### config.mk
export PLATFORM = sky130hd
export DESIGN_NAME = raycast_column_span_generator
export DESIGN_NICKNAME = d
export VERILOG_FILES = /design/src/design/rccsg_pkg.sv /design/src/design/raycast_column_span_generator.sv
export SDC_FILE = /design/constraint.sdc
export NUM_CORES = 1
export LEC_CHECK = 0
export BUFFER_PORTS_ARGS = -buffer_cell sky130_fd_sc_hd__buf_4
export CORE_UTILIZATION = 35
export DETAILED_ROUTE_END_ITERATION = 8
export GPL_TIMING_DRIVEN = 0
export RECOVER_POWER = 25
export SETUP_SLACK_MARGIN = 0.15
export SLEW_MARGIN = 20
export SYNTH_ARGS = -nofsm -noshare
export SYNTH_HDL_FRONTEND = slang
export SYNTH_SLANG_ARGS = --single-unit
### constraint.sdc
create_clock -name i_clk -period 9.33 [get_ports i_clk]
set_input_delay 0.933 -clock i_clk [delete_from_list [all_inputs] [get_ports i_clk]]
set_output_delay 0.933 -clock i_clk [all_outputs]
set_load 0.02 [all_outputs]
### src/design/rccsg_pkg.sv
// shared types and constants for the raycast column span generator
// request and result structs, field widths, region and command codes
// no dependencies
package rccsg_pkg;

    localparam int SCREEN_ROWS  = 200;
    localparam int INTERP       = 4;
    localparam int TEX_SIZE     = 64;
    localparam int BLOCK_PIXELS = 64;

    localparam int DIST_W  = 24;
    localparam int RAY_W   = 10;
    localparam int TCOL_W  = 6;
    localparam int COLOR_W = 32;
    localparam int PD_W    = 12;
    localparam int TEXEL_W = 12;
    localparam int ROW_W   = 8;
    localparam int COL_W   = 12;
    localparam int H_W     = 16;
    localparam int POS_W   = 24;
    localparam int CFG_IDX_W = 2;

    // divider: dividend wide enough for ((h-rows)*TEX_SIZE << 16) + h
    localparam int DIVD_W    = 40;
    localparam int DEN_W     = DIST_W + 1;
    localparam int DIV_CNT_W = $clog2(DIVD_W + 1);
    localparam int REP_W     = (INTERP > 1) ? $clog2(INTERP) : 1;

    localparam logic [1:0] REGION_CEILING = 2'd0;
    localparam logic [1:0] REGION_WALL    = 2'd1;
    localparam logic [1:0] REGION_FLOOR   = 2'd2;

    localparam logic CMD_COLUMN = 1'b0;
    localparam logic CMD_ROW    = 1'b1;

    localparam logic [CFG_IDX_W-1:0] CFG_CEILING_COLOR = 2'd0;
    localparam logic [CFG_IDX_W-1:0] CFG_FLOOR_COLOR   = 2'd1;
    localparam logic [CFG_IDX_W-1:0] CFG_PROJ_DIST     = 2'd2;

    localparam logic [PD_W-1:0] PROJ_DIST_RESET = 12'd256;

    typedef struct packed {
        logic              cmd;
        logic [DIST_W-1:0] ray_depth;
        logic [RAY_W-1:0]  ray_index;
        logic [TCOL_W-1:0] tex_column;
    } t_in_req;

    typedef struct packed {
        logic [1:0]         region;
        logic [COLOR_W-1:0] pixel_color;
        logic [TEXEL_W-1:0] texel_index;
        logic [ROW_W-1:0]   pixel_row;
        logic [COL_W-1:0]   pixel_col;
        logic               last;
    } t_out_rsp;

endpackage

### src/design/raycast_column_span_generator.sv
// raycast column span generator top level
// per-column height, texture step and start offset through one shared divider
// depends on rccsg_pkg
module raycast_column_span_generator (
    input  logic                              i_clk,
    input  logic                              i_rst_n,
    input  logic                              i_in_valid,
    output logic                              o_in_stall,
    input  rccsg_pkg::t_in_req                i_in_data,
    output logic                              o_out_valid,
    input  logic                              i_out_stall,
    output rccsg_pkg::t_out_rsp               o_out_data,
    input  logic                              i_cfg_we,
    input  logic [rccsg_pkg::CFG_IDX_W-1:0]   i_cfg_index,
    input  logic [rccsg_pkg::COLOR_W-1:0]     i_cfg_data
);
    // A new-column request runs up to three restoring divisions of 40 steps
    // each on one shared divider (wall height, texture step, start offset),
    // so the block is busy until they finish and S_FIN stores the column; a zero
    // distance skips the height division and a zero height skips the rest.
    // A row request yields INTERP results, one per cycle while the consumer
    // does not stall, and the next request is taken the cycle after the last
    // one leaves. A row request after the column's last row is accepted and
    // yields nothing. Input stall is high whenever the sequencer is not idle.
    import rccsg_pkg::*;

    localparam logic [2:0] S_IDLE = 3'd0;
    localparam logic [2:0] S_HDIV = 3'd1;
    localparam logic [2:0] S_STEP = 3'd2;
    localparam logic [2:0] S_SDIV = 3'd3;
    localparam logic [2:0] S_PDIV = 3'd4;
    localparam logic [2:0] S_FIN  = 3'd5;
    localparam logic [2:0] S_EMIT = 3'd6;

    logic [2:0]           r_state, n_state;
    logic [COLOR_W-1:0]   r_ceil_color, n_ceil_color;
    logic [COLOR_W-1:0]   r_floor_color, n_floor_color;
    logic [PD_W-1:0]      r_proj_dist, n_proj_dist;

    logic [ROW_W-1:0]     r_wall_top, n_wall_top;
    logic [ROW_W-1:0]     r_wall_height, n_wall_height;
    logic [POS_W-1:0]     r_tex_step, n_tex_step;
    logic [POS_W-1:0]     r_tex_pos, n_tex_pos;
    logic [ROW_W-1:0]     r_row_count, n_row_count;
    logic [RAY_W-1:0]     r_column_base, n_column_base;
    logic [TCOL_W-1:0]    r_tex_col, n_tex_col;
    logic [H_W-1:0]       r_h, n_h;

    logic [DIVD_W-1:0]    r_dvd, n_dvd;
    logic [DEN_W-1:0]     r_den, n_den;
    logic [DEN_W-1:0]     r_rem, n_rem;
    logic [DIV_CNT_W-1:0] r_cnt, n_cnt;

    logic [1:0]           r_region, n_region;
    logic [COLOR_W-1:0]   r_color, n_color;
    logic [TEXEL_W-1:0]   r_texel, n_texel;
    logic [ROW_W-1:0]     r_row, n_row;
    logic [REP_W-1:0]     r_rep, n_rep;

    logic                 in_acc, out_acc, div_ge, rep_last;
    logic [DEN_W:0]       rem_sh, rem_sub;
    logic [ROW_W:0]       wall_end;
    logic [ROW_W-1:0]     trow;
    logic [POS_W:0]       pos_sum;
    logic [ROW_W-1:0]     h_clip;

    assign o_in_stall  = (r_state != S_IDLE);
    assign o_out_valid = (r_state == S_EMIT);
    assign in_acc      = i_in_valid && !o_in_stall;
    assign out_acc     = o_out_valid && !i_out_stall;
    assign rep_last    = (r_rep == REP_W'(INTERP - 1));

    // one restoring division step
    assign rem_sh  = {r_rem, r_dvd[DIVD_W-1]};
    assign div_ge  = (rem_sh >= {1'b0, r_den});
    assign rem_sub = rem_sh - {1'b0, r_den};

    assign wall_end = {1'b0, r_wall_top} + {1'b0, r_wall_height};
    assign trow     = (r_tex_pos[POS_W-1:16] >= ROW_W'(TEX_SIZE)) ?
                      ROW_W'(TEX_SIZE - 1) : r_tex_pos[POS_W-1:16];
    assign pos_sum  = {1'b0, r_tex_pos} + {1'b0, r_tex_step};
    assign h_clip   = (r_h >= H_W'(SCREEN_ROWS)) ? ROW_W'(SCREEN_ROWS) : r_h[ROW_W-1:0];

    always_comb begin
        n_state       = r_state;
        n_ceil_color  = r_ceil_color;
        n_floor_color = r_floor_color;
        n_proj_dist   = r_proj_dist;
        n_wall_top    = r_wall_top;
        n_wall_height = r_wall_height;
        n_tex_step    = r_tex_step;
        n_tex_pos     = r_tex_pos;
        n_row_count   = r_row_count;
        n_column_base = r_column_base;
        n_tex_col     = r_tex_col;
        n_h           = r_h;
        n_dvd         = r_dvd;
        n_den         = r_den;
        n_rem         = r_rem;
        n_cnt         = r_cnt;
        n_region      = r_region;
        n_color       = r_color;
        n_texel       = r_texel;
        n_row         = r_row;
        n_rep         = r_rep;

        if (i_cfg_we) begin
            unique case (i_cfg_index)
                CFG_CEILING_COLOR: n_ceil_color  = i_cfg_data;
                CFG_FLOOR_COLOR:   n_floor_color = i_cfg_data;
                CFG_PROJ_DIST:     n_proj_dist   = i_cfg_data[PD_W-1:0];
                default: ;
            endcase
        end

        // divider iterates in any division state while the count runs
        if (r_cnt != '0) begin
            n_rem = div_ge ? rem_sub[DEN_W-1:0] : rem_sh[DEN_W-1:0];
            n_dvd = {r_dvd[DIVD_W-2:0], div_ge};
            n_cnt = r_cnt - 1'b1;
        end

        unique case (r_state)
            S_IDLE: begin
                if (in_acc) begin
                    if (i_in_data.cmd == CMD_COLUMN) begin
                        n_column_base = i_in_data.ray_index;
                        n_tex_col     = i_in_data.tex_column;
                        if (i_in_data.ray_depth == '0) begin
                            n_h     = '1;
                            n_state = S_STEP;
                        end else begin
                            // h = (2*N*256 + dist) / (2*dist), N = BLOCK_PIXELS*proj_dist
                            n_dvd   = ((DIVD_W'(r_proj_dist) * DIVD_W'(BLOCK_PIXELS)) << 9)
                                      + DIVD_W'(i_in_data.ray_depth);
                            n_den   = {i_in_data.ray_depth, 1'b0};
                            n_rem   = '0;
                            n_cnt   = DIV_CNT_W'(DIVD_W);
                            n_state = S_HDIV;
                        end
                    end else if (r_row_count < ROW_W'(SCREEN_ROWS)) begin
                        n_row   = r_row_count;
                        n_texel = '0;
                        if (r_row_count < r_wall_top) begin
                            n_region = REGION_CEILING;
                            n_color  = r_ceil_color;
                        end else if ({1'b0, r_row_count} < wall_end) begin
                            n_region  = REGION_WALL;
                            n_color   = '0;
                            n_texel   = TEXEL_W'(trow) * TEXEL_W'(TEX_SIZE)
                                        + TEXEL_W'(r_tex_col);
                            n_tex_pos = pos_sum[POS_W] ? '1 : pos_sum[POS_W-1:0];
                        end else begin
                            n_region = REGION_FLOOR;
                            n_color  = r_floor_color;
                        end
                        n_rep       = '0;
                        n_row_count = r_row_count + 1'b1;
                        n_state     = S_EMIT;
                    end
                end
            end
            S_HDIV: begin
                if (r_cnt == '0) begin
                    n_h     = (|r_dvd[DIVD_W-1:H_W]) ? '1 : r_dvd[H_W-1:0];
                    n_state = S_STEP;
                end
            end
            S_STEP: begin
                if (r_h == '0) begin
                    n_tex_step = '0;
                    n_tex_pos  = '0;
                    n_state    = S_FIN;
                end else begin
                    n_dvd   = (DIVD_W'(TEX_SIZE) << 17) + DIVD_W'(r_h);
                    n_den   = DEN_W'({r_h, 1'b0});
                    n_rem   = '0;
                    n_cnt   = DIV_CNT_W'(DIVD_W);
                    n_state = S_SDIV;
                end
            end
            S_SDIV: begin
                if (r_cnt == '0) begin
                    n_tex_step = r_dvd[POS_W-1:0];
                    if (r_h > H_W'(SCREEN_ROWS)) begin
                        // start offset: half the overflow in texture rows
                        n_dvd   = ((DIVD_W'(r_h - H_W'(SCREEN_ROWS)) * DIVD_W'(TEX_SIZE))
                                   << 16) + DIVD_W'(r_h);
                        n_den   = DEN_W'({r_h, 1'b0});
                        n_rem   = '0;
                        n_cnt   = DIV_CNT_W'(DIVD_W);
                        n_state = S_PDIV;
                    end else begin
                        n_tex_pos = '0;
                        n_state   = S_FIN;
                    end
                end
            end
            S_PDIV: begin
                if (r_cnt == '0) begin
                    n_tex_pos = (|r_dvd[DIVD_W-1:POS_W]) ? '1 : r_dvd[POS_W-1:0];
                    n_state   = S_FIN;
                end
            end
            S_FIN: begin
                n_wall_height = h_clip;
                n_wall_top    = (ROW_W'(SCREEN_ROWS) - h_clip) >> 1;
                n_row_count   = '0;
                n_state       = S_IDLE;
            end
            S_EMIT: begin
                if (out_acc) begin
                    if (rep_last) begin
                        n_state = S_IDLE;
                    end else begin
                        n_rep = r_rep + 1'b1;
                    end
                end
            end
            default: n_state = S_IDLE;
        endcase
    end

    always_ff @(posedge i_clk) begin
        if (!i_rst_n) begin
            r_state       <= S_IDLE;
            r_ceil_color  <= '0;
            r_floor_color <= '0;
            r_proj_dist   <= PROJ_DIST_RESET;
            r_wall_top    <= '0;
            r_wall_height <= '0;
            r_tex_step    <= '0;
            r_tex_pos     <= '0;
            r_row_count   <= ROW_W'(SCREEN_ROWS);
            r_column_base <= '0;
            r_tex_col     <= '0;
            r_h           <= '0;
            r_cnt         <= '0;
            r_rep         <= '0;
        end else begin
            r_state       <= n_state;
            r_ceil_color  <= n_ceil_color;
            r_floor_color <= n_floor_color;
            r_proj_dist   <= n_proj_dist;
            r_wall_top    <= n_wall_top;
            r_wall_height <= n_wall_height;
            r_tex_step    <= n_tex_step;
            r_tex_pos     <= n_tex_pos;
            r_row_count   <= n_row_count;
            r_column_base <= n_column_base;
            r_tex_col     <= n_tex_col;
            r_h           <= n_h;
            r_cnt         <= n_cnt;
            r_rep         <= n_rep;
        end
    end

    // datapath registers, no reset needed
    always_ff @(posedge i_clk) begin
        r_dvd    <= n_dvd;
        r_den    <= n_den;
        r_rem    <= n_rem;
        r_region <= n_region;
        r_color  <= n_color;
        r_texel  <= n_texel;
        r_row    <= n_row;
    end

    always_comb begin
        o_out_data.region      = r_region;
        o_out_data.pixel_color = r_color;
        o_out_data.texel_index = r_texel;
        o_out_data.pixel_row   = r_row;
        o_out_data.pixel_col   = COL_W'(r_column_base) * COL_W'(INTERP) + COL_W'(r_rep);
        o_out_data.last        = (r_row == ROW_W'(SCREEN_ROWS - 1)) && rep_last;
    end

endmodule

# Word level (Yosys, flattened, before mapping)
# Index checks and enable logic that the tools add are counted.
# word_totals
ff_bits	334
in_bits	80
out_inout_bits	69
elab_cells	184
# classes
addsub	13
n_lt_le_gt_ge	7
eq_ne	29
muxes	79
n_bitwise	2
n_reduce_logical	33
# op_table
op	n
25-bit two-way mux	14
24-bit two-way mux	12
40-bit two-way mux	7
25-bit case mux with 3 select lines	2
40-bit case mux with 3 select lines	1
24-bit case mux with 4 select lines	1
16-bit two-way mux	5
32-bit two-way mux	2
6-bit two-way mux	8
24-bit case mux with 2 select lines	1
39-bit by 17-bit adder with 40-bit output	1
8-bit two-way mux	4
2-bit inequality test, second input constant	16
16-bit case mux with 2 select lines	1
27-bit by 24-bit adder with 28-bit output	1
3-bit two-way mux	9
26-bit by 25-bit >= comparator with 1-bit output	1
24-bit by 16-bit adder with 25-bit output, first input constant	1
24-bit by 24-bit adder with 25-bit output	1
25-bit subtractor	1
24-bit logical NOT	1
24-bit OR reduction	1
3-bit case mux with 6 select lines	1
6-bit case mux with 3 select lines	1
46 further kinds	70

# Logic depth before layout (Yosys ltp)
# logic_depth
ltp_word	8
ltp_mapped	19
ltp_nobuf	18

# Worst setup path after synthesis
# OpenSTA, ideal clock, no wires.
# synth_path
path_kind	flip-flop to flip-flop
from	reg r_state[1]
to	reg r_color[0] (enable)
setup_ps	466
arrival_ps	3330
required_ps	8864
slack_ps	5534
stages_incl_launch_ff	5
n_path_buf	1
synth_period_minus_slack_ps	3796
path_cell_list	dfxtp_1 -> clkbuf_1 -> nor3_2 -> nand2_1 -> nor2_1
# synth_via
elab_chain_len	4
word_cells_on_any_way	5
cone_classes	reduce/logical (5)
# synth_lines
item	line	rtl
from (decl)	raycast_column_span_generator.sv:35	logic [2:0] r_state, n_state;
from (signal assigned)	raycast_column_span_generator.sv:241	r_state <= n_state;
3-bit nonzero test	raycast_column_span_generator.sv:67	assign o_in_stall = (r_state != S_IDLE);
1-bit logical NOT	raycast_column_span_generator.sv:69	assign in_acc = i_in_valid && !o_in_stall;
1-bit logical AND	raycast_column_span_generator.sv:69	
4-bit AND reduction (no source line) *	n/a	
to (signal assigned)	raycast_column_span_generator.sv:264	r_color <= n_color;
to (decl)	raycast_column_span_generator.sv:55	logic [COLOR_W-1:0] r_color, n_color;
# Every way passes the cells marked *; elsewhere a longest branch is shown, timed or not.
# A chain may end at the register's enable or synchronous reset.

# Final worst setup path
# layout_path
from	reg r_wall_top[0]
to	reg r_color[9] (data pin)
# layout_via
elab_chain_len	4
word_cells_on_any_way	5
cone_classes	add/sub (1); order compare (2); mux (2)
# layout_lines
item	line	rtl
from (decl)	raycast_column_span_generator.sv:40	logic [ROW_W-1:0] r_wall_top, n_wall_top;
from (signal assigned)	raycast_column_span_generator.sv:245	r_wall_top <= n_wall_top;
7-bit by 8-bit adder with 9-bit output	raycast_column_span_generator.sv:78	assign wall_end = {1'b0, r_wall_top} + {1'b0, r_wall_height};
8-bit by 9-bit less-than comparator with 1-bit output	raycast_column_span_generator.sv:147	end else if ({1'b0, r_row_count} < wall_end) begin
32-bit two-way mux	raycast_column_span_generator.sv:147	
32-bit two-way mux *	raycast_column_span_generator.sv:144	if (r_row_count < r_wall_top) begin
# Marked as above.

==> impl_results.md <==
- Worst Hold Depth: 2
- Ys async rst share: 0
- Status: finished clean
- Global-route wire length before repair: 88800 um
- CTS H-tree lvls: 2
- Final setup violation count: 0
- Post-DRT Antenna Nets: 0
- GPL Wtd Cong: 0.929
- Top Usage Layer GRT: met2
- Number of global-route vias before repair: 15770
- Number of flops mapped to enable cells by yosys: 78
- Hold Startpoint: r_tex_col[4]$_SDFFE_PN0P_
- GRT overflow: 0
- Sequential area share after synthesis: 0.425
- Violation count after the first detailed-routing iteration: 1184
- Sw Ratio: 0.422
- Reg power frac: 0.301
- Die Area: just over 50000 sq um
- P_int: between 0.003 and 0.004 W
- Slowest cell on the critical path: clkbuf_1
- Initial antenna violation count: 0
- Yosys top cell by area: dfxtp_1
- Largest cells by area after synthesis: dfxtp_1 (29%), edfxtp_1 (13%), nand2_1 (8.7%)
- Clk pwr share: 0.254
- ANT cells: 0
- Clock slew at reported path FFs: 0.06 ns
- Sw Pwr: 0.00277 W
- Latest clock arrival within the worst-skew pair: 0.57 ns
- CTS max path bufs: 3
- R2R Setup Slk: 5.15 ns
- Fill cell total of the finished layout: 4913
- Lkg Pwr: 7.88 nW
- Row cnt: 81
- First-pass DRT Iterations: 5
- Vias: 16444
- Worst-Margin Slew: roughly 1.1 ns
- Critical Path Fanout Max: 10
- CTS Hold Bufs: 0
- Core box area: 49200 sq um
- CP Buf/Inv Count: 2
- Synth unique cells: 83
- Worst path top cell family by delay: compound AO/OA/AOI/OAI gates
- Final hold viol count: 0
- Fmax: 239 MHz
- CTS-repair resized insts: 0
- Gr usage total: 0.223
- Tot Pwr: 0.00656 W
- Post-Synthesis Cells: 2092
- Worst path max stage delay: 0.43 ns
- Clk sinks: 333
- Synth warn: 0
- Post-Syn Area per Cell: 8.37 sq um
- Final period util: 0.448
- Crit Path Category: reg2reg
- Met1 Track Usage GR: 0.293
- R2r startpoint: r_wall_top[0]$_SDFFE_PN0P_
- I/O pins: 149
- RSZ-0062 raised after global routing: false
- Chip Height: 226 um
- Port-buffer cells: 148
- Seq cells post-synth: between 300 and 400
- Area growth syn-to-layout: 18.9%
- Number of max-cap violations: 0
- Ys flop type: dfxtp_1
- Reg-to-reg endpoint: r_color[9]$_DFFE_PP_
- Peak supply drop: 0.158 mV
- Max Slew Vio Count: 0
- CP Capture Type: register
- Pwr per Cell Area: approximately 310 nW/um^2
- Hold_ws: 0.450 ns
- Top-area cell type share of the netlist area: 0.292
- Starting Density: 0.356
- WL/cell: 19.2 um
- Syn nets: about 2300
- Postcts setup bufs: 0
- CTS buffer count: 39
- Layout cells sized above 1: 0.108
- HP Class: reg2reg
- Setup TNS Final: 0 ns
- Critical Path RT: roughly 9.6 ns
- Nets: 2449
- Clock root buffer: clkbuf_16
- Largest net degree at the start of global routing: 34
- Mapped Area: 17500 sq um
- CTS tree: built
- Arrival time worst endpoint: 4.44 ns
- Final wirelength: 57100 um
- Tmin final: 4.18 ns
- Met3 GRT Util: 0.0493
- Worst path cell trace: ha_1, inv_1, fa_1, nor2b_1, o21a_1, o21ai_0, nand2b_1, a21oi_1, xor2_1, ha_1, o21a_1, nor2_1, a2111oi_0, or2_2, nand2_1, clkbuf_1, o21ai_0
- Vias per cell: 5.52
- Post-Place Cells: 2906
- Die W: 226 um
- DRC viols: 0
- Final Skew: 0.0219 ns
- Slew HR: 0.272
- R2R depth: 17
- M2 GR Usage: 0.355
- Final Non-Filler Cells: 2978
- Detailed Place HPWL: 42100 um
- Critical path launch point type: register
- Hold path endpoint: r_tex_col[4]$_SDFFE_PN0P_
- Share of power burned in combinational logic: 0.444
flip-flops by register name, summed over array words and instances, names as in the netlist, 16 cells and up:
| signal | count |
|---|---|
| r_dvd | 40 |
| r_ceil_color | 32 |
| r_color | 32 |
| r_floor_color | 32 |
| r_rem | 25 |
| r_den | 24 |
| r_tex_pos | 24 |
| r_tex_step | 24 |
| r_h | 16 |
cell usage after synthesis, drive strengths merged (23+ instances only):
cell type and instances:
nand2 406, clkbuf 111, a31oi 31, nor2 125, o21ai 182, o211ai 25, dfxtp 255, mux2i 28
xnor2 35, xor2 30, edfxtp 78, ha 82, inv 58, a21oi 217, nor3 27, nand3 64
a21o 23
power by group through the flow:
stage                     clock network [W]  logic [W]  registers [W]
final                               0.00167    0.00291        0.00197
after global routing                0.00176    0.00317        0.00200
after CTS                           0.00170    0.00287        0.00197
after detailed placement                  0    0.00285        0.00200
after global placement                    0    0.00280        0.00199
after floorplan                           0    0.00203        0.00193
stage by stage:
| step | setup slack [ns] | util | area (sq um) |
|---|---|---|---|
| floorplan | 5.53 | - | 17500 |
| global placement | 3.97 | 0.396 | 19400 |
| detailed placement | 5.13 | 0.397 | 19500 |
| CTS | 5.16 | 0.425 | 20900 |
| global route | 4.84 | 0.423 | 20800 |
| finish | 5.15 | 0.423 | 20800 |
cells by family after synthesis:
logic type / Yosys count / share of synthesized area
AOI/OAI and AO/OA: 629 / 0.221
xor gates and xnor gates: 65 / 0.0325
adders and majority gates: 86 / 0.0632
buffers and inverters: 188 / 0.0427
DFF: 333 / 0.425
muxes: 40 / 0.0237
and+or+nand+nor: 751 / 0.191
metal layers:
layer	share of wire	up-vias
li1	-	7873
met1	0.44	7860
met2	0.46	585
met3	0.073	126
met4	0.033	0
met5	0	-
worst min-delay path, stage by stage (launching register included):
cell,delay [ns]
dfxtp_1,0.30
nand2_1,0.05
a21oi_1,0.05
layout by cell type (no fill, tap or decap), types with 42 or more instances in the layout:
| cell type | instances |
|---|---|
| a21oi_1 | 217 |
| buf_4 | 126 |
| clkbuf_1 | 140 |
| clkbuf_16 | 42 |
| dfxtp_1 | 255 |
| edfxtp_1 | 78 |
| ha_1 | 82 |
| inv_1 | 57 |
| nand2_1 | 406 |
| nand3_1 | 64 |
| nor2_1 | 123 |
| o21ai_0 | 178 |
final cells by class:
cell class	count	area (sq um)	share of cell area
Multi-Input combinational cell	1571	9320	0.448
Sequential cell	333	7450	0.358
Clock buffer	50	1110	0.0534
Timing Repair Buffer	150	1070	0.0513
Tap cell	664	831	0.0399
Buffer	129	526	0.0252
Clock inverter	22	295	0.0142
Inverter	59	221	0.0106
worst max path at each step:
stage	start	to	slack, ns	cells past startpoint
6_report	r_wall_top[0]$_SDFFE_PN0P_	r_color[9]$_DFFE_PP_	5.15	17
5_1_grt	r_wall_top[0]$_SDFFE_PN0P_	r_texel[5]$_SDFFCE_PP0P_	4.84	18
4_1_cts	r_wall_top[0]$_SDFFE_PN0P_	r_color[9]$_DFFE_PP_	5.16	17
3_5_place_dp	r_wall_top[0]$_SDFFE_PN0P_	r_color[9]$_DFFE_PP_	5.13	17
3_3_place_gp	r_state[1]$_SDFFE_PN0P_	r_color[17]$_DFFE_PP_	3.97	4
2_1_floorplan	r_state[1]$_SDFFE_PN0P_	r_color[0]$_DFFE_PP_	5.53	4
Note: power is estimated with default switching activity, not from simulation.
